<file path="src/rtl/assert_macros.svh">
// Assertion macros shared by the stepped auto gain RTL.
`ifndef ASSERT_MACROS_SVH
`define ASSERT_MACROS_SVH

// Checked only while out of reset.
`define SAGR_ASSERT(lbl, prop, msg) \
	lbl: assert property (@(posedge clk) disable iff (!arst_n) prop) else $error(msg);

// Checked at every edge, reset included.
`define SAGR_ASSERT_ALWAYS(lbl, prop, msg) \
	lbl: assert property (@(posedge clk) prop) else $error(msg);

`endif

</file>
<file path="src/rtl/sagr_pkg.sv">
// Types, constants and the gain table function for the stepped auto gain block.
package sagr_pkg;

	localparam int SAMPLE_BITS_DEF   = 24;
	localparam int STEP_CENTI_DB_DEF = -100;
	localparam int MAX_STEPS_DEF     = 63;

	localparam int STEP_W     = 6;
	localparam int LEVEL_W    = 23;
	localparam int HOLD_W     = 24;
	localparam int LOG2_W     = 4;
	localparam int GAIN_W     = 20;
	localparam int FRAC_EXT   = 20;
	localparam int ACC_W      = GAIN_W + FRAC_EXT;
	localparam int INC_W      = ACC_W + 1;
	localparam int MAX_LOG2   = 12;
	localparam int RAMP_W     = MAX_LOG2 + 1;
	localparam int TINY_DIFF  = 7;
	localparam int CFG_IDX_W  = 3;
	localparam int CFG_DATA_W = 24;
	localparam int QUEUE_DEPTH = 4;

	localparam logic [LEVEL_W-1:0] REDUCE_RST   = LEVEL_W'(7000000);
	localparam logic [LEVEL_W-1:0] INCREASE_RST = LEVEL_W'(4000000);
	localparam logic [STEP_W-1:0]  MAX_STEPS_RST = STEP_W'(16);
	localparam logic [HOLD_W-1:0]  HOLD_RST     = HOLD_W'(4800);
	localparam logic [LOG2_W-1:0]  BLOCK_LOG2_RST = LOG2_W'(6);

	typedef enum logic [CFG_IDX_W-1:0] {
		CFG_BYPASS,
		CFG_MASTER,
		CFG_REDUCE,
		CFG_INCREASE,
		CFG_MAX_STEPS,
		CFG_HOLD,
		CFG_BLOCK_LOG2
	} cfg_idx_t;

	typedef struct packed {
		logic                     bypass;
		logic                     start;
		logic [STEP_W-1:0]        step;
		logic                     flush;
		logic [GAIN_W-1:0]        g0;
		logic signed [INC_W-1:0]  inc;
		logic [RAMP_W-1:0]        ramp_len;
	} item_ctl_t;

	// Gain of step k in unsigned Q4.16: 10^(centi_db*k/2000), series for the fraction power.
	function automatic logic [GAIN_W-1:0] gain_of(input int k, input int centi_db);
		longint c;
		longint l;
		longint n;
		longint f;
		longint s;
		longint unsigned x;
		longint unsigned term;
		longint unsigned sum;
		longint unsigned gmax;
		gmax = 64'hFFFFF;
		c = longint'(centi_db) * longint'(k);
		l = c * 64'sd891723283 / 64'sd2000;
		n = l >>> 28;
		f = l - (n <<< 28);
		x = ((longint'(f) << 2) * 64'd744261118) >> 30;
		term = 64'd1 << 30;
		sum = term;
		term = (term * x) >> 30;
		sum = sum + term;
		term = ((term * x) >> 30) / 64'd2;
		sum = sum + term;
		term = ((term * x) >> 30) / 64'd3;
		sum = sum + term;
		term = ((term * x) >> 30) / 64'd4;
		sum = sum + term;
		term = ((term * x) >> 30) / 64'd5;
		sum = sum + term;
		term = ((term * x) >> 30) / 64'd6;
		sum = sum + term;
		term = ((term * x) >> 30) / 64'd7;
		sum = sum + term;
		term = ((term * x) >> 30) / 64'd8;
		sum = sum + term;
		term = ((term * x) >> 30) / 64'd9;
		sum = sum + term;
		term = ((term * x) >> 30) / 64'd10;
		sum = sum + term;
		term = ((term * x) >> 30) / 64'd11;
		sum = sum + term;
		term = ((term * x) >> 30) / 64'd12;
		sum = sum + term;
		if (n >= 4) begin
			return GAIN_W'(gmax);
		end
		s = 64'sd14 - n;
		if (s > 40) begin
			return '0;
		end
		sum = (sum + (64'd1 << (s - 1))) >> s;
		if (sum > gmax) begin
			return GAIN_W'(gmax);
		end
		return GAIN_W'(sum);
	endfunction

endpackage

</file>
<file path="src/rtl/sagr_if.sv">


interface sagr_out_if
	import sagr_pkg::*;
	#(parameter int SAMPLE_BITS = SAMPLE_BITS_DEF);
	logic                          valid;
	logic                          ready;
	logic signed [SAMPLE_BITS-1:0] sample_out;
	logic [STEP_W-1:0]             gain_step;
	logic                          flush_peak;

	modport source (output valid, sample_out, gain_step, flush_peak, input ready);
	modport sink (input valid, sample_out, gain_step, flush_peak, output ready);
endinterface


</file>
<file path="src/rtl/sagr_back.sv">
// Back part: gain ramp state, sample multiply, rounding, saturation and result register.
`include "assert_macros.svh"
module sagr_back
	import sagr_pkg::*;
	#(
	parameter int SAMPLE_BITS   = SAMPLE_BITS_DEF,
	parameter int STEP_CENTI_DB = STEP_CENTI_DB_DEF
	) (
	input  logic                          clk,
	input  logic                          arst_n,
	input  logic                          q_empty,
	input  logic signed [SAMPLE_BITS-1:0] q_sample,
	input  item_ctl_t                     q_ctl,
	output logic                          pop,
	sagr_out_if.source                    results
);
	localparam int PW = SAMPLE_BITS + GAIN_W + 1;
	localparam logic signed [PW-1:0] RND_HALF = PW'(32'sd32768);
	localparam logic signed [PW-1:0] SAT_HI = PW'({1'b0, {(SAMPLE_BITS - 1){1'b1}}});
	localparam logic signed [PW-1:0] SAT_LO = ~SAT_HI;
	localparam logic [ACC_W-1:0] GAIN_RST = {gain_of(0, STEP_CENTI_DB), {FRAC_EXT{1'b0}}};
	localparam logic [RAMP_W-1:0] RAMP_MAX = RAMP_W'(1) << MAX_LOG2;

	logic [ACC_W-1:0]        cur_gain_q;
	logic signed [INC_W-1:0] ramp_inc_q;
	logic [RAMP_W-1:0]       ramp_left_q;

	logic                          valid_s1;
	logic signed [PW-1:0]          product_s1;
	logic signed [SAMPLE_BITS-1:0] sample_s1;
	logic                          bypass_s1;
	logic [STEP_W-1:0]             step_s1;
	logic                          flush_s1;

	logic                          valid_s2;
	logic signed [SAMPLE_BITS-1:0] sample_s2;
	logic [STEP_W-1:0]             step_s2;
	logic                          flush_s2;

	logic                    adv1;
	logic                    adv2;
	logic [GAIN_W-1:0]       gain_used;
	logic [ACC_W-1:0]        base_gain;
	logic signed [INC_W-1:0] base_inc;
	logic [RAMP_W-1:0]       base_left;
	logic [INC_W-1:0]        gain_sum;
	logic signed [PW-1:0]    mul;
	logic signed [PW-1:0]    biased;
	logic signed [PW-1:0]    rnd;
	logic signed [SAMPLE_BITS-1:0] sat;

	assign adv2 = !valid_s2 || results.ready;
	assign adv1 = !valid_s1 || adv2;
	assign pop  = !q_empty && adv1;

	always_comb begin
		gain_used = q_ctl.start ? q_ctl.g0 : cur_gain_q[ACC_W-1:FRAC_EXT];
		base_gain = q_ctl.start ? {q_ctl.g0, {FRAC_EXT{1'b0}}} : cur_gain_q;
		base_inc  = q_ctl.start ? q_ctl.inc : ramp_inc_q;
		base_left = q_ctl.start ? q_ctl.ramp_len : ramp_left_q;
		gain_sum  = {1'b0, base_gain} + base_inc;
		mul = $signed(q_sample) * $signed({1'b0, gain_used});
	end

	always_ff @(posedge clk or negedge arst_n) begin
		if (!arst_n) begin
			cur_gain_q  <= GAIN_RST;
			ramp_inc_q  <= '0;
			ramp_left_q <= '0;
			valid_s1    <= 1'b0;
			valid_s2    <= 1'b0;
		end else begin
			if (pop && !q_ctl.bypass) begin
				ramp_inc_q <= base_inc;
				if (base_left != '0) begin
					cur_gain_q  <= gain_sum[ACC_W-1:0];
					ramp_left_q <= base_left - RAMP_W'(1);
				end else begin
					cur_gain_q  <= base_gain;
					ramp_left_q <= '0;
				end
			end
			if (adv1) begin
				valid_s1 <= pop;
			end
			if (adv2) begin
				valid_s2 <= valid_s1;
			end
		end
	end

	always_ff @(posedge clk) begin
		if (pop) begin
			product_s1 <= mul;
			sample_s1  <= q_sample;
			bypass_s1  <= q_ctl.bypass;
			step_s1    <= q_ctl.step;
			flush_s1   <= q_ctl.flush && !q_ctl.bypass;
		end
	end

	// Round to nearest with ties upward, then clamp.
	always_comb begin
		biased = product_s1 + RND_HALF;
		rnd = biased >>> 16;
		priority if (rnd > SAT_HI) begin
			sat = SAT_HI[SAMPLE_BITS-1:0];
		end else if (rnd < SAT_LO) begin
			sat = SAT_LO[SAMPLE_BITS-1:0];
		end else begin
			sat = rnd[SAMPLE_BITS-1:0];
		end
	end

	always_ff @(posedge clk) begin
		if (adv2 && valid_s1) begin
			sample_s2 <= bypass_s1 ? sample_s1 : sat;
			step_s2   <= step_s1;
			flush_s2  <= flush_s1;
		end
	end

	assign results.valid      = valid_s2;
	assign results.sample_out = sample_s2;
	assign results.gain_step  = step_s2;
	assign results.flush_peak = flush_s2;

	`SAGR_ASSERT(a_ramp_bound, ramp_left_q < RAMP_MAX, "ramp count past block length")
	`SAGR_ASSERT(a_pop_fills, pop |=> valid_s1, "popped item not held in multiply stage")

endmodule

</file>
<file path="src/flat_wrapper.sv">
// flat-port wrapper written by rule: the top's interface ports become plain ports
module sagr_back_flat import sagr_pkg::*;
#(
	parameter int SAMPLE_BITS   = SAMPLE_BITS_DEF,
	parameter int STEP_CENTI_DB = STEP_CENTI_DB_DEF
	)
  (clk, arst_n, q_empty, q_sample, q_ctl, pop, results_valid, results_sample_out, results_gain_step, results_flush_peak, results_ready);
  sagr_out_if #(.SAMPLE_BITS(SAMPLE_BITS)) results_i ();
  input  logic clk;
  input  logic arst_n;
  input  logic q_empty;
  input  logic signed [SAMPLE_BITS-1:0] q_sample;
  input  item_ctl_t q_ctl;
  output logic pop;
  output wire logic [$bits(results_i.valid)-1:0] results_valid;
  output wire logic [$bits(results_i.sample_out)-1:0] results_sample_out;
  output wire logic [$bits(results_i.gain_step)-1:0] results_gain_step;
  output wire logic [$bits(results_i.flush_peak)-1:0] results_flush_peak;
  input wire logic [$bits(results_i.ready)-1:0] results_ready;
  assign results_valid = results_i.valid;
  assign results_sample_out = results_i.sample_out;
  assign results_gain_step = results_i.gain_step;
  assign results_flush_peak = results_i.flush_peak;
  assign results_i.ready = results_ready;
  sagr_back #(.SAMPLE_BITS(SAMPLE_BITS), .STEP_CENTI_DB(STEP_CENTI_DB)) u_core (.clk(clk), .arst_n(arst_n), .q_empty(q_empty), .q_sample(q_sample), .q_ctl(q_ctl), .pop(pop), .results(results_i));
endmodule
</file>
<file path="config.mk">
export PLATFORM = sky130hd
export DESIGN_NAME = sagr_back_flat
export DESIGN_NICKNAME = d
export VERILOG_FILES = /design/src/rtl/sagr_pkg.sv /design/src/rtl/sagr_if.sv /design/src/rtl/sagr_back.sv /design/src/flat_wrapper.sv
export VERILOG_INCLUDE_DIRS = /design/src /design/src/rtl
export SDC_FILE = /design/constraint.sdc
export NUM_CORES = 2
export LEC_CHECK = 0
export CAP_MARGIN = 20
export CORE_MARGIN = 5
export CORE_UTILIZATION = 30
export DETAILED_ROUTE_END_ITERATION = 8
export DONT_BUFFER_PORTS = 1
export GPL_TIMING_DRIVEN = 0
export SYNTH_ARGS = -nofsm -noshare
export SYNTH_HDL_FRONTEND = slang
export SYNTH_SLANG_ARGS = --single-unit
</file>
<file path="constraint.sdc">
create_clock -name clk -period 7.2 [get_ports clk]
set_input_delay 1.08 -clock clk [delete_from_list [all_inputs] [get_ports clk]]
set_output_delay 1.08 -clock clk [all_outputs]
set_load 0.05 [all_outputs]
</file>
* Yosys cells after proc, flatten, opt, wreduce, memory -nomap -nowiden *
Index checks and enable logic that the tools add are counted.
W data, S select, Z words.

word-level totals
  bits in registers = 204
  input bits = 111
  output and inout bits = 33
  word-level logic and storage cells = 39

operators by class
  add/sub/neg operators = 3
  multiply operators = 1
  magnitude comparators = 2
  mux-type cells = 9
  reduce and logical (&&, ||, !) cells = 11

operators by type and width
  cell                      number
  $mux W40                  2
  $mux W24                  3
  $add A45 B17 Y45 const B  1
  $mul A24 B21 Y45          1
  $mux W41                  1
  $add A40 B40 Y40          1
  $gt A29 B24 Y1 const B    1
  $lt A29 B24 Y1 const B    1
  $mux W13                  2
  $mux W20                  1
  $reduce_bool A13 Y1       1
  $sub A13 B1 Y13 const B   1
  $logic_and A1 B1 Y1       4
  $logic_not A1 Y1          4
  $logic_or A1 B1 Y1        2

* Logic depth before layout (Yosys ltp) *
  depth after elaboration = 5
  mapped depth = 32
  depth with buffers taken out = 27

* Least setup slack after synthesis *
No wires, ideal clock.

  path type = input port to flip-flop
  start = in q_ctl[81] (netlist name)
  end = reg u_core.product_s1[39] (data pin)
  library setup time = 0.258 ns
  data arrival time = 9.001 ns
  data required time = 6.942 ns
  setup slack = -2.059 ns
  stages on the path = 31
  buffers on the path = 5
  cells stage by stage = buf_6 buf_2 buf_1 buf_1 mux2i_1 clkbuf_1 nor2b_1 fa_1 fa_1 inv_1 fa_1 inv_1 fa_1 inv_1 fa_1 inv_1 fa_1 inv_1 fa_1 inv_1 ha_1 a2111oi_0 o21ai_0 o21ai_0 and4b_1 o21ai_2 o41ai_2 nor2_1 a21o_1 a221o_1 xor2_1

on the way
  cells in the longest elaborated chain, start to end = 2

ends and longest elaborated chain
  element                 RTL line            source
  start: declaration      flat_wrapper.sv:13  input item_ctl_t q_ctl;
  $mux W20                sagr_back.sv:57     gain_used = q_ctl.start ? q_ctl.g0 : cur_gain_q[ACC_W-1:FRAC_EXT];
  $mul A24 B21 Y45        sagr_back.sv:62     mul = $signed(q_sample) * $signed({1'b0, gain_used});
  via u_core.mul[39]      sagr_back.sv:47     logic signed [PW-1:0] mul;
  end signal: assignment  sagr_back.sv:94     product_s1 <= mul;
  end: declaration        sagr_back.sv:29     logic signed [PW-1:0] product_s1;

The timed path passes the listed nets, and every way through them passes these cells.
A chain may end at the register's enable or synchronous reset.

* Worst setup path after layout *
  start = in q_ctl[81] (netlist name)
  end = reg u_core.product_s1[38] (data pin)

The elaborated chain is that of the path after synthesis.

==> impl_metrics.env <==
export IMPL_status="complete, but fails checks"
export IMPL_violations="negative setup slack"
export IMPL_grt_first_pass_wirelength_mm=129.4
export IMPL_design_area_um2=31810
export IMPL_setup_viol=23
export IMPL_drc=0
export IMPL_synth_top_flop_cell="dfrtp_1"
export IMPL_io_pins=144
export IMPL_avgSynthCellArea_um2=9.598
export IMPL_fillers=9305
export IMPL_cpPeakStageDelay_ps=610
export IMPL_grtUsageMet2_pct=29.33
export IMPL_cts_max_level=4
export IMPL_maxSlewViolCount=0
export IMPL_die_w_um=314.5
export IMPL_overflow=0
export IMPL_clock_skew_ps=15.24
export IMPL_gr_usage_all_layers_pct=17.16
export IMPL_initialDrtViolationCount=1490
export IMPL_drt_vias_per_instance=4.822
export IMPL_synth_top_cell_area_share_pct=35.34
export IMPL_cts_num_sinks=188
export IMPL_synth_cell_types=72
export IMPL_rsz0062_at_grt="yes"
export IMPL_grtUsageMet1_pct=21.43
export IMPL_grt_max_degree=96
export IMPL_period_minus_slack_ps=7816
export IMPL_ant_nets=0
export IMPL_synth_edf_count=93
export IMPL_clkLatencyLatePin_ps=480
export IMPL_root_buffer="clkbuf_16"
export IMPL_hold_violations=0
export IMPL_yosysSeqAreaShare_pct=18.59
export IMPL_tightest_slew_ps=989.3
export IMPL_min_period_over_period_pct=108.5
export IMPL_ys_ff_latch=188
export IMPL_start_util_pct=30.30
export IMPL_area_growth_syn_to_layout_pct=14.35
export IMPL_grt_pass1_vias=21640
export IMPL_end_kind="flop"
export IMPL_busiest_layer="met2"
export IMPL_hold_path_class="in2async"
export IMPL_syn_nets=3657
export IMPL_core_area_um2=91800
export IMPL_synth_async_reset_ratio_pct=50.53
export IMPL_mostFrequentLayoutCells="469 x fa_1, 459 x inv_1, 394 x nand2_1"
export IMPL_r2r_end="u_core.product_s1[38]"
export IMPL_numPortBuffers=0
export IMPL_slowest_stage="fa_2"
export IMPL_cts_tree="yes"
export IMPL_grt_use_met3_pct=2.752
export IMPL_worstRegToRegCells=24
export IMPL_placed_area_um2=29900
export IMPL_fp_dieH_um=314.5
export IMPL_layout_commonest_cell="fa_1"
export IMPL_final_nets=3752
export IMPL_crit_fanout=8
export IMPL_dp_hpwl_mm=67.53
export IMPL_vias=20590
export IMPL_hold_ws_ps=287.7
export IMPL_gp_congestion=0.9058
export IMPL_synth_warnings=0
export IMPL_synthTopCellsByArea="fa_1 35%, edfxtp_1 10%, dfrtp_1 8.5%"
export IMPL_maxSlewHeadroom_pct=33.48
export IMPL_reg2reg_from="u_core.cur_gain_q[27]"
export IMPL_routedWlPerCell_um=19.62
export IMPL_dieArea_um2=98910
export IMPL_drive_gt1_share_pct=10.91
export IMPL_place_ws_ps=-2297
export IMPL_synthesis_area_um2=27820
export IMPL_yosysTopAreaCell="fa_1"
export IMPL_clk_path_buf_depth=2
export IMPL_cp_start_kind="input port"
export IMPL_critPathRequiredTime_ps=7430
export IMPL_path_class="in2reg"
export IMPL_cts_buffers=17
export IMPL_drt_total_wl_mm=83.78
export IMPL_r2r_slack_ps=-230
export IMPL_rows=111
export IMPL_arrival_ps=8040
export IMPL_path_clk_slew_ps=80
export IMPL_fmax_mhz=128.0
export IMPL_antenna_found_initial=28
export IMPL_syn_instance_count=2898
export IMPL_drt_pass1_iter_count=5
export IMPL_crit_path_frequent_cell="fa_1"
export IMPL_worst_slack_ps=-615.5
export IMPL_hold_buffers=0
export IMPL_maxCapViolations=0
-- flip-flops by register name, summed over array words and instances (netlist names) --
| name | count |
|---|---|
| u_core.step_s1 | 6 |
| u_core.results.valid | 1 |
| u_core.results.flush_peak | 1 |
| u_core.product_s1 | 30 |
| u_core.cur_gain_q | 40 |
| u_core.results.gain_step | 6 |
| u_core.ramp_inc_q | 40 |
| u_core.ramp_left_q | 13 |
| u_core.sample_s1 | 24 |
| u_core.flush_s1 | 1 |
| u_core.results.sample_out | 24 |
| u_core.valid_s1 | 1 |
| u_core.bypass_s1 | 1 |
-- through the flow --
step           setup TNS (ps)  util, %  std cells
2_1_floorplan           -9269        -       2898
3_3_place_gp          -217460    32.46       4141
3_5_place_dp           -46530    32.58       4145
4_1_cts                 -8621    34.20       4233
5_1_grt                -14100    34.63       4262
6_report                -9249    34.65       4269
-- timing repair --
| item | in CTS | in global routing |
|---|---|---|
| buffers inserted | 56 | 20 |
| setup endpoints to repair | 30 | 24 |
| cloned | 3 | 0 |
| gates resized for setup | 98 | 65 |
| pin swaps | 45 | 37 |
-- synthesized netlist by cell type (9+ instances only) --
library cell and instances:
and3_1 18, fa_1 491, xor2_1 52, o21ai_0 82
inv_1 467, mux2i_1 12, edfxtp_1 93, o311ai_0 15
nand2_1 396, nor2_1 74, nor3_1 23, dfrtp_1 94
and2_1 224, o21ai_1 9, nor2b_1 125, clkbuf_1 125
nand4_1 17, ha_1 157, nand3_1 28, xnor2_1 52
mux2_2 55, a21oi_1 83, a21o_1 35, buf_1 11
o21a_1 11, o211ai_1 10, a211oi_1 9, a31oi_1 10
-- worst max-delay path by stage --
| stage | from | to | slack [ps] | cells after the start |
|---|---|---|---|---|
| finish | q_ctl[81] | u_core.product_s1[38] | -620 | 26 |
| global route | q_ctl[81] | u_core.product_s1[38] | -850 | 28 |
| CTS | q_ctl[81] | u_core.product_s1[39] | -600 | 25 |
| detailed placement | q_ctl[81] | u_core.product_s1[39] | -2300 | 27 |
| global placement | q_ctl[81] | u_core.product_s1[39] | -2220 | 27 |
| floorplan | q_ctl[81] | u_core.product_s1[43] | -820 | 27 |
-- worst max-delay path: cells and delay by family --
| kind | cells | cell delay [ps] |
|---|---|---|
| multiplexers | 1 | 390 |
| adder cells (fa/ha/maj) | 8 | 3700 |
| AND/OR/NAND/NOR | 4 | 850 |
| AO/OA/AOI/OAI | 6 | 1140 |
| XOR/XNOR | 1 | 80 |
| buffers and inverters | 6 | 760 |
-- per-layer routing --
layer	part of all wire (%)	up-vias
met3	5.7	140
li1	-	9317
met1	40	10500
met5	0.086	-
met2	50	615
met4	4.5	12
-- kinds of logic after synthesis --
kind of cell	after synthesis	share of synthesized area (%)
AO/OA/AOI/OAI	336	7.849
XOR/XNOR	104	3.275
multiplexers	67	2.658
flip-flops	188	18.59
buffers and inverters	612	8.331
adder cells (fa/ha/maj)	648	42.40
AND/OR/NAND/NOR	943	16.90
-- layout make-up --
| class | instances | area [um2] | area share (%) |
|---|---|---|---|
| Antenna cell | 20 | 50.05 | 0.1574 |
| Buffer | 142 | 879.6 | 2.765 |
| Clock buffer | 17 | 425.4 | 1.337 |
| Clock inverter | 15 | 133.9 | 0.4209 |
| Inverter | 467 | 1760 | 5.535 |
| Multi-Input combinational cell | 2098 | 20970 | 65.93 |
| Sequential cell | 188 | 5171 | 16.26 |
| Tap cell | 1243 | 1555 | 4.890 |
| Timing Repair Buffer | 79 | 859.6 | 2.702 |
Power is not shown: default switching activity piles up to over one toggle a cycle in this logic, so the estimate is an artifact.
