[src/rtl/assert_macros.svh]
// Assertion macros shared by the stepped auto gain RTL.
`ifndef ASSERT_MACROS_SVH
`define ASSERT_MACROS_SVH

// Checked only while out of reset.
`define SAGR_ASSERT(lbl, prop, msg) \
	lbl: assert property (@(posedge clk) disable iff (!arst_n) prop) else $error(msg);

// Checked at every edge, reset included.
`define SAGR_ASSERT_ALWAYS(lbl, prop, msg) \
	lbl: assert property (@(posedge clk) prop) else $error(msg);

`endif

[src/rtl/sagr_pkg.sv]
// Types, constants and the gain table function for the stepped auto gain block.
package sagr_pkg;

	localparam int SAMPLE_BITS_DEF   = 24;
	localparam int STEP_CENTI_DB_DEF = -100;
	localparam int MAX_STEPS_DEF     = 63;

	localparam int STEP_W     = 6;
	localparam int LEVEL_W    = 23;
	localparam int HOLD_W     = 24;
	localparam int LOG2_W     = 4;
	localparam int GAIN_W     = 20;
	localparam int FRAC_EXT   = 20;
	localparam int ACC_W      = GAIN_W + FRAC_EXT;
	localparam int INC_W      = ACC_W + 1;
	localparam int MAX_LOG2   = 12;
	localparam int RAMP_W     = MAX_LOG2 + 1;
	localparam int TINY_DIFF  = 7;
	localparam int CFG_IDX_W  = 3;
	localparam int CFG_DATA_W = 24;
	localparam int QUEUE_DEPTH = 4;

	localparam logic [LEVEL_W-1:0] REDUCE_RST   = LEVEL_W'(7000000);
	localparam logic [LEVEL_W-1:0] INCREASE_RST = LEVEL_W'(4000000);
	localparam logic [STEP_W-1:0]  MAX_STEPS_RST = STEP_W'(16);
	localparam logic [HOLD_W-1:0]  HOLD_RST     = HOLD_W'(4800);
	localparam logic [LOG2_W-1:0]  BLOCK_LOG2_RST = LOG2_W'(6);

	typedef enum logic [CFG_IDX_W-1:0] {
		CFG_BYPASS,
		CFG_MASTER,
		CFG_REDUCE,
		CFG_INCREASE,
		CFG_MAX_STEPS,
		CFG_HOLD,
		CFG_BLOCK_LOG2
	} cfg_idx_t;

	typedef struct packed {
		logic                     bypass;
		logic                     start;
		logic [STEP_W-1:0]        step;
		logic                     flush;
		logic [GAIN_W-1:0]        g0;
		logic signed [INC_W-1:0]  inc;
		logic [RAMP_W-1:0]        ramp_len;
	} item_ctl_t;

	// Gain of step k in unsigned Q4.16: 10^(centi_db*k/2000), series for the fraction power.
	function automatic logic [GAIN_W-1:0] gain_of(input int k, input int centi_db);
		longint c;
		longint l;
		longint n;
		longint f;
		longint s;
		longint unsigned x;
		longint unsigned term;
		longint unsigned sum;
		longint unsigned gmax;
		gmax = 64'hFFFFF;
		c = longint'(centi_db) * longint'(k);
		l = c * 64'sd891723283 / 64'sd2000;
		n = l >>> 28;
		f = l - (n <<< 28);
		x = ((longint'(f) << 2) * 64'd744261118) >> 30;
		term = 64'd1 << 30;
		sum = term;
		term = (term * x) >> 30;
		sum = sum + term;
		term = ((term * x) >> 30) / 64'd2;
		sum = sum + term;
		term = ((term * x) >> 30) / 64'd3;
		sum = sum + term;
		term = ((term * x) >> 30) / 64'd4;
		sum = sum + term;
		term = ((term * x) >> 30) / 64'd5;
		sum = sum + term;
		term = ((term * x) >> 30) / 64'd6;
		sum = sum + term;
		term = ((term * x) >> 30) / 64'd7;
		sum = sum + term;
		term = ((term * x) >> 30) / 64'd8;
		sum = sum + term;
		term = ((term * x) >> 30) / 64'd9;
		sum = sum + term;
		term = ((term * x) >> 30) / 64'd10;
		sum = sum + term;
		term = ((term * x) >> 30) / 64'd11;
		sum = sum + term;
		term = ((term * x) >> 30) / 64'd12;
		sum = sum + term;
		if (n >= 4) begin
			return GAIN_W'(gmax);
		end
		s = 64'sd14 - n;
		if (s > 40) begin
			return '0;
		end
		sum = (sum + (64'd1 << (s - 1))) >> s;
		if (sum > gmax) begin
			return GAIN_W'(gmax);
		end
		return GAIN_W'(sum);
	endfunction

endpackage

[src/rtl/sagr_queue.sv]
// Small first-in first-out queue between the front and back parts.
`include "assert_macros.svh"
module sagr_queue
	import sagr_pkg::*;
	#(
	parameter int WIDTH = 8,
	parameter int DEPTH = QUEUE_DEPTH
	) (
	input  logic             clk,
	input  logic             arst_n,
	input  logic             push,
	input  logic [WIDTH-1:0] wdata,
	input  logic             pop,
	output logic [WIDTH-1:0] rdata,
	output logic             full,
	output logic             empty
);
	localparam int PTR_W = (DEPTH > 1) ? $clog2(DEPTH) : 1;
	localparam int CNT_W = $clog2(DEPTH + 1);
	localparam logic [PTR_W-1:0] LAST = PTR_W'(DEPTH - 1);

	logic [WIDTH-1:0] mem_q [DEPTH];
	logic [PTR_W-1:0] wr_ptr_q;
	logic [PTR_W-1:0] rd_ptr_q;
	logic [CNT_W-1:0] count_q;

	assign full  = (count_q == CNT_W'(DEPTH));
	assign empty = (count_q == '0);
	assign rdata = mem_q[rd_ptr_q];

	always_ff @(posedge clk) begin
		if (push) begin
			mem_q[wr_ptr_q] <= wdata;
		end
	end

	always_ff @(posedge clk or negedge arst_n) begin
		if (!arst_n) begin
			wr_ptr_q <= '0;
			rd_ptr_q <= '0;
			count_q  <= '0;
		end else begin
			if (push) begin
				wr_ptr_q <= (wr_ptr_q == LAST) ? '0 : wr_ptr_q + PTR_W'(1);
			end
			if (pop) begin
				rd_ptr_q <= (rd_ptr_q == LAST) ? '0 : rd_ptr_q + PTR_W'(1);
			end
			unique case ({push, pop})
				2'b10:   count_q <= count_q + CNT_W'(1);
				2'b01:   count_q <= count_q - CNT_W'(1);
				default: count_q <= count_q;
			endcase
		end
	end

	`SAGR_ASSERT(a_q_no_overflow, push |-> (!full || pop), "queue push while full")
	`SAGR_ASSERT(a_q_no_underflow, pop |-> !empty, "queue pop while empty")
	`SAGR_ASSERT(a_q_count_bound, count_q <= CNT_W'(DEPTH), "queue count past depth")

endmodule

[config.mk]
export PLATFORM = sky130hd
export DESIGN_NAME = sagr_queue
export DESIGN_NICKNAME = d
export VERILOG_FILES = /design/src/rtl/sagr_pkg.sv /design/src/rtl/sagr_queue.sv
export VERILOG_INCLUDE_DIRS = /design/src /design/src/rtl
export SDC_FILE = /design/constraint.sdc
export NUM_CORES = 1
export LEC_CHECK = 0
export BUFFER_PORTS_ARGS = -buffer_cell sky130_fd_sc_hd__clkbuf_2
export CORE_MARGIN = 1.5
export CORE_UTILIZATION = 40
export DETAILED_ROUTE_END_ITERATION = 8
export MAX_ROUTING_LAYER = met4
export PLACE_DENSITY = 0.56
export SETUP_SLACK_MARGIN = 0.15
export SLEW_MARGIN = 20
export SYNTH_ARGS = -nofsm -noshare
export SYNTH_HDL_FRONTEND = slang
export SYNTH_SLANG_ARGS = --single-unit
[constraint.sdc]
create_clock -name clk -period 2.9 [get_ports clk]
set_clock_uncertainty 0.2 [all_clocks]
set_input_delay 0.435 -clock clk [delete_from_list [all_inputs] [get_ports clk]]
set_output_delay 0.435 -clock clk [all_outputs]
set_load 0.01 [all_outputs]
Word level (Yosys, flattened, before mapping)
Memory sizes are Yosys's and may differ from the RTL's. Index checks and enable logic that the tools add are counted.

Bits in registers: 7. Bits in writable memories: 32. Output and inout bits: 10. Logic and storage cells: 20. Memories: 1.

Add/sub/neg operators: 4. Equality and inequality tests: 5. Multiplexer cells: 5. Reductions and logical operators: 2.

Memories: mem_q (depth 4, bits a word 8, rd ports 1, clocked after memory_dff 0, write ports 1, RTL line sagr_queue.sv:22) `logic [WIDTH-1:0] mem_q [DEPTH];`.

Operators with widths (count): $eq A2 B2 Y1 const B (3); $pmux W3 S2 (1); $add A2 B1 Y2 const B (2); $mux W2 (2); $add A3 B1 Y3 const B (1); $eq A3 B3 Y1 const B (1); $logic_not A3 Y1 (1); $sub A3 B1 Y3 const B (1); $eq A2 B1 Y1 const B (1); $mux W1 (2); $reduce_bool A2 Y1 (1).

Logic depth before layout (Yosys ltp)
Gate-level depths: netlist of the first run.

Depth in word-level cells: 2. Depth in mapped cells: 7.

Least setup slack after synthesis of the first run
No wires, ideal clock.

Path kind: input port to flip-flop. From: input push. To: register count_q[2]. Data arrival time: 1.443 ns. Required time: 2.621 ns. Path slack: 1.178 ns. Stages on the path: 7. Path buffers: 0. Cell sequence: inv_1 ha_1 inv_1 fa_1 xor2_1 nor2_1 xor2_1.

Longest elaborated chain between the ends: 2. Elaborated cells on any way between the ends: 4. Classes of those cells: 2 x eq/ne; 1 x mux; 1 x reduce/logical.

RTL lines: from (decl) (RTL line sagr_queue.sv:11) `input logic push,`; $eq A2 B1 Y1 / $eq A2 B2 Y1 (equally long branches) (RTL line sagr_queue.sv:49) `unique case ({push, pop})`; $pmux W3 S2 / $reduce_bool A2 Y1 (equally long branches); to (signal assigned) (RTL line sagr_queue.sv:50) `2'b10: count_q <= count_q + CNT_W'(1);`; to (signal assigned) (RTL line sagr_queue.sv:51) `2'b01: count_q <= count_q - CNT_W'(1);`; to (signal assigned) (RTL line sagr_queue.sv:52) `default: count_q <= count_q;`; to (decl) (RTL line sagr_queue.sv:25) `logic [CNT_W-1:0] count_q;`.

Several ways; a longest one is shown, not always the timed one. A chain may end at the register's enable or synchronous reset.

Final worst setup path of the first run
From: register rd_ptr_q[0]. To: output rdata[7].

Longest elaborated chain between the ends: 1.

RTL lines: from (decl) (RTL line sagr_queue.sv:24) `logic [PTR_W-1:0] rd_ptr_q;`; from (signal assigned) (RTL line sagr_queue.sv:47) `rd_ptr_q <= (rd_ptr_q == LAST) ? '0 : rd_ptr_q + PTR_W'(1);`; $mem_v2 Z4 W8; to (decl) (RTL line sagr_queue.sv:14) `output logic [WIDTH-1:0] rdata,`.

No other way between the ends.

==> impl_metrics.toml, run 1 <==
[run_status]
status = "finished, final reports clean"

[synth]
yosysWarnings = 0
synth_area_sq_mm = 0.00157
syn_avg_cell_area_sq_um = 19.7
synth_seq_area_share_pct = 72.2
async_flop_share_pct = 17.9
ys.flop_type = "edfxtp_1"
netlist_instances = 80
syn_nets = 99
synth_seq_cells = 39
synth_edf_count = 32
synth.distinct_cells = 19

[timing]
whs_ps = 164
setup_tns_ps = 0
finalCriticalPeriod_ps = 2370
setup_viol = 0
post-route-period-util_pct = 81.7
rsz0062_at_grt = "false"
fin_ws_ps = 529
tightest_slew_ps = 592
drv_slew = 0
final-hold-violation-count = 0
relSlewSlack_pct = 60.5
fmax_mhz = 422

[clock_tree]
numCtsBuffers = 5
clock_path_buffers = 2
cts_root_buf = "clkbuf_8"
cts_sinks = 39
clkTransAtPathRegs_ps = 70
cts_tree = "done"
clk_latency_ps = 280
ctsResizeCount = 0
cts-htree-levels = 2

[final_layout]
syn_to_final_growth_pct = 16.9
final_common_cell = "edfxtp_1"
drive_gt1_share_pct = 35.2
diodes = 0
nets = 126
num-fill-cells = 310
final_cell_mix = "edfxtp_1 (32), clkbuf_2 (21), mux4_2 (8), dfrtp_1 (7)"

[worst_setup_path]
slowest_stage = "dfrtp_1"
critical_path.endpoint_type = "output pin"
cp.required_ps = 2270
start_kind = "register"
cp_top_family = "flip-flops"
crit_type = "register to output pin"
max_stage_delay_ps = 720
path_buf_inv = 1
cp_cell_sequence = "mux4_2 > clkbuf_2"
crit_fanout = 11
arrival_ps = 1740

[global_route]
antenna_found_initial = 0
grt_pass1_wl_um = 3810
grt_max_degree = 13
track_usage_pct = 12.9
overflow = 0
grt_pass1_vias = 793

[detailed_routing]
num_vias = 761
ant_nets = 0
drt_iter0_markers = 53
drcViolationCount = 0
drt_pass1_iterations = 3
wl_um = 2330
vias_per_cell = 4.88
wl_per_cell_um = 15.0

[place]
routabilityCongestion = 0.678
dp_hpwl_um = 1580
io_buffers = 21
pre_cts_ws_ps = 798

[floorplan]
start_util_pct = 42.3
fp.dieW_um = 65.7
die-area_sq_mm = 0.00432
io-pin-count = 22
rows = 22
dieHeight_um = 65.7
core_area_sq_mm = 0.00372

[pwr]
power_density_mw_per_mm2 = 940
p_leak_uw = 0.000710
ir_drop_mv = 0.408

[run]
maxCapViolCount = 0

[min_path]
min_path_type = "input pin to register"
-- routing by layer --
metal | part of all wire (%) | vias to the layer above | GRT usage, %
met3 | 5.0 | 5 | 4.62
met4 | 1.2 | 0 | 3.91
met5 | 0 | - | -
met2 | 47 | 17 | 19.6
met1 | 46 | 384 | 16.6
li1 | - | 355 | -
-- report_power, final --
part / internal, uW / switching, uW
Sequential: 736 / 107
Combinational: 245 / 212
Clock: 252 / 177
-- cell families after synthesis --
family	Yosys count	synth area share, %
xor+xnor	3	1.67
simple gates	10	3.42
mux	11	13.5
buf+inv	8	2.47
flops	39	72.2
fa+ha+maj	7	6.05
compound gates	2	0.636
-- path summary, 6_finish.rpt --
path / start / to / slack (ps) / depth (start not counted)
worst max-delay path: rd_ptr_q[0] / rdata[7] / 530 / 2
worst min-delay path: wdata[4] / mem_q[2][4] / 160 / 1
worst max register to register: rd_ptr_q[0] / rd_ptr_q[1] / 1270 / 2
worst min register to register: count_q[2] / count_q[2] / 290 / 1
max in group asynchronous: arst_n / rd_ptr_q[0] / 2010 / 2
min in group asynchronous: arst_n / count_q[1] / 330 / 2
-- stage by stage --
stage | std cells | instance area [sq um] | total power (uW) | utilization [%]
after global placement | 147 | 1720 | 1310 | 46.3
after global routing | 156 | 1840 | 1850 | 49.5
after CTS | 156 | 1840 | 1760 | 49.5
after detailed placement | 147 | 1720 | 1330 | 46.3
after floorplan | 80 | 1570 | 1170 | -
final | 156 | 1840 | 1730 | 49.5
-- final cells by class --
type                            count  area, sq um  share of cell area (%)
Timing Repair Buffer               22          115                    6.26
Clock buffer                        5         68.8                    3.74
Tap cell                           48         60.1                    3.27
Clock inverter                      3         38.8                    2.11
Multi-Input combinational cell     33          398                    21.6
Sequential cell                    39         1140                    61.8
Inverter                            6         22.5                    1.22
-- cells in the mapped netlist, drive strengths merged, types with 2 or more instances --
cell type   n  share of area [%]
and2        4                1.6
edfxtp     32                 61
dfrtp       7                 11
xor2        2                1.1
o21ai       2               0.64
mux4        8                 11
nor2        2               0.48
inv         6                1.4
mux2        2                1.4
buf         2                1.0
ha          6                4.8
-- sequential cells by signal (all words and copies together), names as in the netlist --
| register | flops |
|---|---|
| rd_ptr_q | 2 |
| count_q | 3 |
| mem_q | 32 |
| wr_ptr_q | 2 |
-- repair_timing --
action | 4_1_cts | 5_1_grt
hold endpoints to repair | 7 | 0
setup buffers | 0 | 0
hold buffers | 1 | 0
Note: power is estimated with default switching activity, not from simulation.
==> run 2: changes to the inputs <==
--- a/config.mk
+++ b/config.mk
@@ -6,12 +6,13 @@
 export SDC_FILE = /design/constraint.sdc
 export NUM_CORES = 1
 export LEC_CHECK = 0
+export ABC_AREA = 1
 export BUFFER_PORTS_ARGS = -buffer_cell sky130_fd_sc_hd__clkbuf_2
 export CORE_MARGIN = 1.5
 export CORE_UTILIZATION = 40
 export DETAILED_ROUTE_END_ITERATION = 8
 export MAX_ROUTING_LAYER = met4
-export PLACE_DENSITY = 0.56
+export PLACE_DENSITY = 0.58
 export SETUP_SLACK_MARGIN = 0.15
 export SLEW_MARGIN = 20
 export SYNTH_ARGS = -nofsm -noshare
==> constraint.sdc (replaced) <==
create_clock -name clk -period 2.1 [get_ports clk]
set_clock_uncertainty 0.2 [all_clocks]
set_input_delay 0.315 -clock clk [delete_from_list [all_inputs] [get_ports clk]]
set_output_delay 0.315 -clock clk [all_outputs]
set_load 0.01 [all_outputs]
==> run 2 against run 1 <==
Net effect: hold slack got worse by 120 ps; final area increased by 6.9%; routed wire length increased by 23%; register-to-register slack got worse by 760 ps; total power increased by 46%; via count increased by 41%; synthesized cell count increased by 83%; die area increased by 8.5%; cell count increased by 42%; combinational power increased by 76%; critical path depth increased by 2.
==> impl_metrics.toml, run 2 <==
[place]
dp_cells = 213
dp_hpwl_um = 1950
routabilityCongestion = 0.681
io_buffers = 21
pre_cts_ws_ps = 362

[detailed_routing]
ant_nets = 0
drt_iter0_markers = 30
drt_pass1_iterations = 2
num_vias = 1072
vias_per_cell = 4.83
wl_per_cell_um = 12.9
drcViolationCount = 0
wl_um = 2860

[min_path]
min_path_type = "input pin to register"
hold_end = "mem_q[2][0]"
whs_path_depth = 1
min-delay-start = "wdata[0]"

[worst_setup_path]
crit_fanout = 17
rrSetupSlack_ps = 510
r2r-start = "wr_ptr_q[0]"
reg2reg_to = "mem_q[2][2]"
cp.required_ps = 1580
critical_path.endpoint_type = "output pin"
arrival_ps = 1280
crit_type = "register to output pin"
start_kind = "register"
rr_worst_depth = 4

[global_route]
grt_pass1_wl_um = 4360
track_usage_pct = 13.8
grt_pass1_vias = 964
grt_max_degree = 34
antenna_found_initial = 0
overflow = 0

[synth]
synth.top_cells.by_count = "nand2_1 (36), edfxtp_1 (32), inv_1 (29), o211ai_1 (16), dfrtp_1 (7)"
synth_seq_cells = 39
synth_area_leaders = "edfxtp_1 (56%), dfrtp_1 (10%), nand2_1 (7.9%), o211ai_1 (7.0%), inv_1 (6.4%)"
async_flop_share_pct = 17.9
synth_edf_count = 32
syn_nets = 165
synth.most_common_cell = "nand2_1"
synth_largest_area_cell = "edfxtp_1"
syn_avg_cell_area_sq_um = 11.7
netlist_instances = 146
synth_area_sq_mm = 0.00171
yosysWarnings = 0
yosysTopAreaCellShare_pct = 56.1
synth.distinct_cells = 18
ys.flop_type = "edfxtp_1"
synth_seq_area_share_pct = 66.3

[timing]
final-hold-violation-count = 0
fmax_mhz = 557
fin_ws_ps = 306
tightest_slew_ps = 402
setup_viol = 0
post-route-period-util_pct = 85.4
relSlewSlack_pct = 73.1
finalCriticalPeriod_ps = 1790
setup_tns_ps = 0
rsz0062_at_grt = "false"
drv_slew = 0

[floorplan]
rows = 23
start_util_pct = 42.2
die-area_sq_mm = 0.00468
fp.dieW_um = 68.4
dieHeight_um = 68.4
io-pin-count = 22
core_area_sq_mm = 0.00406

[clock_tree]
cts_tree = "done"
cts_sinks = 39
clkTransAtPathRegs_ps = 70
numCtsBuffers = 5
clock_path_buffers = 2
clk_latency_ps = 290
cts-htree-levels = 2
post_cts_buffers = 0
cts_root_buf = "clkbuf_8"

[pwr]
ir_drop_mv = 0.613
power_density_mw_per_mm2 = 1290
p_leak_uw = 0.000887

[final_layout]
utilization_pct = 48.5
diodes = 0
top_register = "mem_q"
syn_to_final_growth_pct = 14.8
top_regs = "mem_q (32), count_q (3)"
final_common_cell = "nand2_1"
drive_gt1_share_pct = 18.6
num-fill-cells = 387
nets = 191
final_cell_mix = "nand2_1 (36), edfxtp_1 (32), inv_1 (29), clkbuf_2 (21), o211ai_1 (16)"
largest_register_ffs = 32
fin_cells = 222

[run]
maxCapViolCount = 0

[run_status]
status = "finished, final reports clean"
-- run 2: cell count changes in the layout (fill, tap and decap cells not counted), sizes merged, moves of 2 or more --
cell,delta
nand2,+35
mux4,-8
and2,-4
inv,+25
mux2,-2
o211ai,+16
xor2,-2
o21ai,+3
-- run 2: per-stage QoR --
stage                     total power, uW  hold WS [ps]  cell area (sq um)
final                                2530          43.2               1970
after floorplan                      1710          -181               1710
after detailed placement             1960         -38.4               1840
after CTS                            2550          40.1               1960
after global routing                 2720          34.7               1970
after global placement               1910         -39.2               1840
-- run 2: per-layer routing --
layer / vias up / wire length, um / GRT usage (%)
li1: 539 / - / -
met1: 513 / 1250 / 15.2
met2: 15 / 1460 / 22.6
met3: 5 / 112 / 5.10
met4: 0 / 42 / 5.25
met5: - / 0 / -
-- run 2: logic make-up (layout without fill, tap and decap cells) --
logic type	count (synthesis)	count (layout)	share of synthesized area (%)
fa+ha+maj	7	7	5.55
buf+inv	36	62	9.50
xor+xnor	1	1	0.511
compound gates	22	22	8.77
flops	39	39	66.3
simple gates	41	41	9.35
-- run 2: final cells by class --
type	count	area (sq um)	area share, %
Timing Repair Buffer	23	123	6.23
Clock inverter	1	30.0	1.53
Tap cell	50	62.6	3.18
Clock buffer	6	72.6	3.69
Timing Repair inverter	1	6.26	0.318
Sequential cell	39	1140	57.8
Multi-Input combinational cell	71	414	21.1
Inverter	31	121	6.17
-- run 2: report_power, final --
group | total, uW | switching [uW] | internal [uW]
sequential | 1140 | 113 | 1030
combinational | 804 | 505 | 298
clock | 586 | 238 | 348
total | 2530 | 857 | 1680
-- run 2: critical path, cell delays in order (launching register included) --
cell and delay [ps]:
dfrtp_2 440, clkinv_4 150, o211ai_1 190, nand2_1 80
clkbuf_2 130
-- run 2: worst max-delay path by stage --
stage,slack (ps),cells after the start,to,from
floorplan,460,9,count_q[2],push
global placement,420,9,count_q[2],push
detailed placement,360,9,count_q[2],push
CTS,210,5,rdata[6],rd_ptr_q[0]
global route,180,4,rdata[6],rd_ptr_q[0]
finish,310,4,rdata[6],rd_ptr_q[0]
-- run 2: repair_timing --
| item | in CTS | in global routing |
|---|---|---|
| endpoints found under the setup margin | 8 | 8 |
| hold endpoints to repair | 7 | 0 |
| resized for setup | 1 | 4 |
| hold buffers | 1 | 0 |
| gates cloned | 0 | 1 |
==> run 3: changes to the inputs <==
--- a/config.mk
+++ b/config.mk
@@ -8,7 +8,6 @@
 export LEC_CHECK = 0
 export ABC_AREA = 1
 export BUFFER_PORTS_ARGS = -buffer_cell sky130_fd_sc_hd__clkbuf_2
-export CORE_MARGIN = 1.5
 export CORE_UTILIZATION = 40
 export DETAILED_ROUTE_END_ITERATION = 8
 export MAX_ROUTING_LAYER = met4
==> run 3 against run 2 <==
Net effect: combinational power grew 0.9%; register-to-register slack lost 30 ps; hold slack is essentially flat; first-iteration DRC count grew 27%; die area shrank 2.9%; clock power shrank 19%; total power shrank 4.1%; via count grew 0.37%.
==> impl_metrics.toml, run 3 (same netlist as run 2, synthesis figures left out) <==
[timing]
setup_tns_ps = 0
drv_slew = 0
setup_viol = 0
fmax_mhz = 554
rsz0062_at_grt = "false"
final-hold-violation-count = 0
finalCriticalPeriod_ps = 1810
tightest_slew_ps = 437
relSlewSlack_pct = 70.8
post-route-period-util_pct = 86.0

[detailed_routing]
drt_iter0_markers = 38
vias_per_cell = 4.83
wl_per_cell_um = 13.5
drcViolationCount = 0
drt_pass1_iterations = 4
num_vias = 1076
wl_um = 3000
ant_nets = 0

[clock_tree]
clock_path_buffers = 2
clkTransAtPathRegs_ps = 80
numCtsBuffers = 5
cts_root_buf = "clkbuf_8"
cts_tree = "done"
cts_sinks = 39
clk_latency_ps = 280
cts-htree-levels = 2

[global_route]
grt_pass1_vias = 976
grt_pass1_wl_um = 4720
antenna_found_initial = 0
grt_max_degree = 34
overflow = 0
track_usage_pct = 15.6

[final_layout]
num-fill-cells = 378
top_register = "mem_q"
diodes = 0
final_cell_mix = "nand2_1 (36), edfxtp_1 (32), inv_1 (29), clkbuf_2 (21), o211ai_1 (16)"
fin_cells = 223
nets = 191
syn_to_final_growth_pct = 13.7
largest_register_ffs = 32
drive_gt1_share_pct = 18.5
top_regs = "mem_q (32), count_q (3)"
final_common_cell = "nand2_1"

[place]
io_buffers = 21
dp_hpwl_um = 1970
routabilityCongestion = 0.658
dp_cells = 213

[worst_setup_path]
critical_path.endpoint_type = "output pin"
start_kind = "register"
cp_cell_sequence = "inv_2 > o211ai_1 > nand2_1 > clkbuf_2"
crit_fanout = 9
slowest_stage = "dfrtp_1"
arrival_ps = 1290
cp.required_ps = 1580
rrSetupSlack_ps = 480
crit_type = "register to output pin"
max_stage_delay_ps = 470

[floorplan]
die-area_sq_mm = 0.00455
dieHeight_um = 67.4
fp.dieW_um = 67.4
io-pin-count = 22
start_util_pct = 42.2
rows = 23
core_area_sq_mm = 0.00406

[pwr]
power_density_mw_per_mm2 = 1250
p_leak_uw = 0.000875
ir_drop_mv = 0.467

[run_status]
status = "finished, final reports clean"

[min_path]
min_path_type = "input pin to register"

[run]
maxCapViolCount = 0
-- run 3: cell count changes in the layout (fill, tap and decap cells not counted), sizes merged --
cell,delta
clkinv,+2
clkinvlp,+1
bufinv,-1
clkbuf,-1
-- run 3: where the power goes --
group,switching (uW),internal (uW),leakage [uW]
clock,252,225,0.0000392
combinational,514,297,0.000459
sequential,110,1030,0.000377
total,876,1550,0.000875
-- run 3: final timing paths --
path,startpoint,end,cells past startpoint
worst max-delay path,rd_ptr_q[1],rdata[4],4
worst min-delay path,wdata[3],mem_q[3][3],1
worst max register to register,wr_ptr_q[0],mem_q[2][2],4
worst min register to register,count_q[2],count_q[2],2
max in group asynchronous,arst_n,rd_ptr_q[0],2
min in group asynchronous,arst_n,count_q[1],2
-- run 3: through the flow --
stage / power, uW / instance area, sq um / setup slack [ps] / util (%) / hold WS [ps]
floorplan: 1710 / 1710 / 461 / - / -181
global placement: 1910 / 1840 / 422 / 45.4 / -41.5
detailed placement: 1960 / 1840 / 352 / 45.4 / -36.0
CTS: 2440 / 1940 / 211 / 47.8 / 35.0
global route: 2630 / 1950 / 186 / 48.0 / 40.7
finish: 2430 / 1950 / 294 / 48.0 / 42.9
-- run 3: routing by layer --
layer | GRT usage (%) | vias to the layer above | share of wire, %
met5 | - | - | 0
met2 | 23.1 | 17 | 50
li1 | - | 536 | -
met4 | 8.78 | 0 | 1.8
met3 | 4.56 | 5 | 2.7
met1 | 19.0 | 518 | 46
-- run 3: timing repair --
item	in CTS	in global routing
hold endpoints to repair	7	0
hold buffers	1	0
buffers inserted	0	0
setup endpoints to repair	8	8
cloned	0	1
resized for setup	1	4
-- run 3: layout make-up --
cell class              instances  area (sq um)  share of cell area (%)
inverters                      31           121                    6.23
flip-flops and latches         39          1140                    58.4
clock inverters                 3          15.0                   0.771
repair inverters                1          6.26                   0.321
multi-input cells              71           414                    21.3
repair buffers                 23           123                    6.29
clock buffers                   5          68.8                    3.53
well taps                      50          62.6                    3.21
-- run 3: worst max-delay path: cells and delay by family, from the launching register on --
kind                   cells  cell delay, ps
AOI/OAI and AO/OA          1             120
DFF                        1             470
and+or+nand+nor            1              80
buffers and inverters      2             340
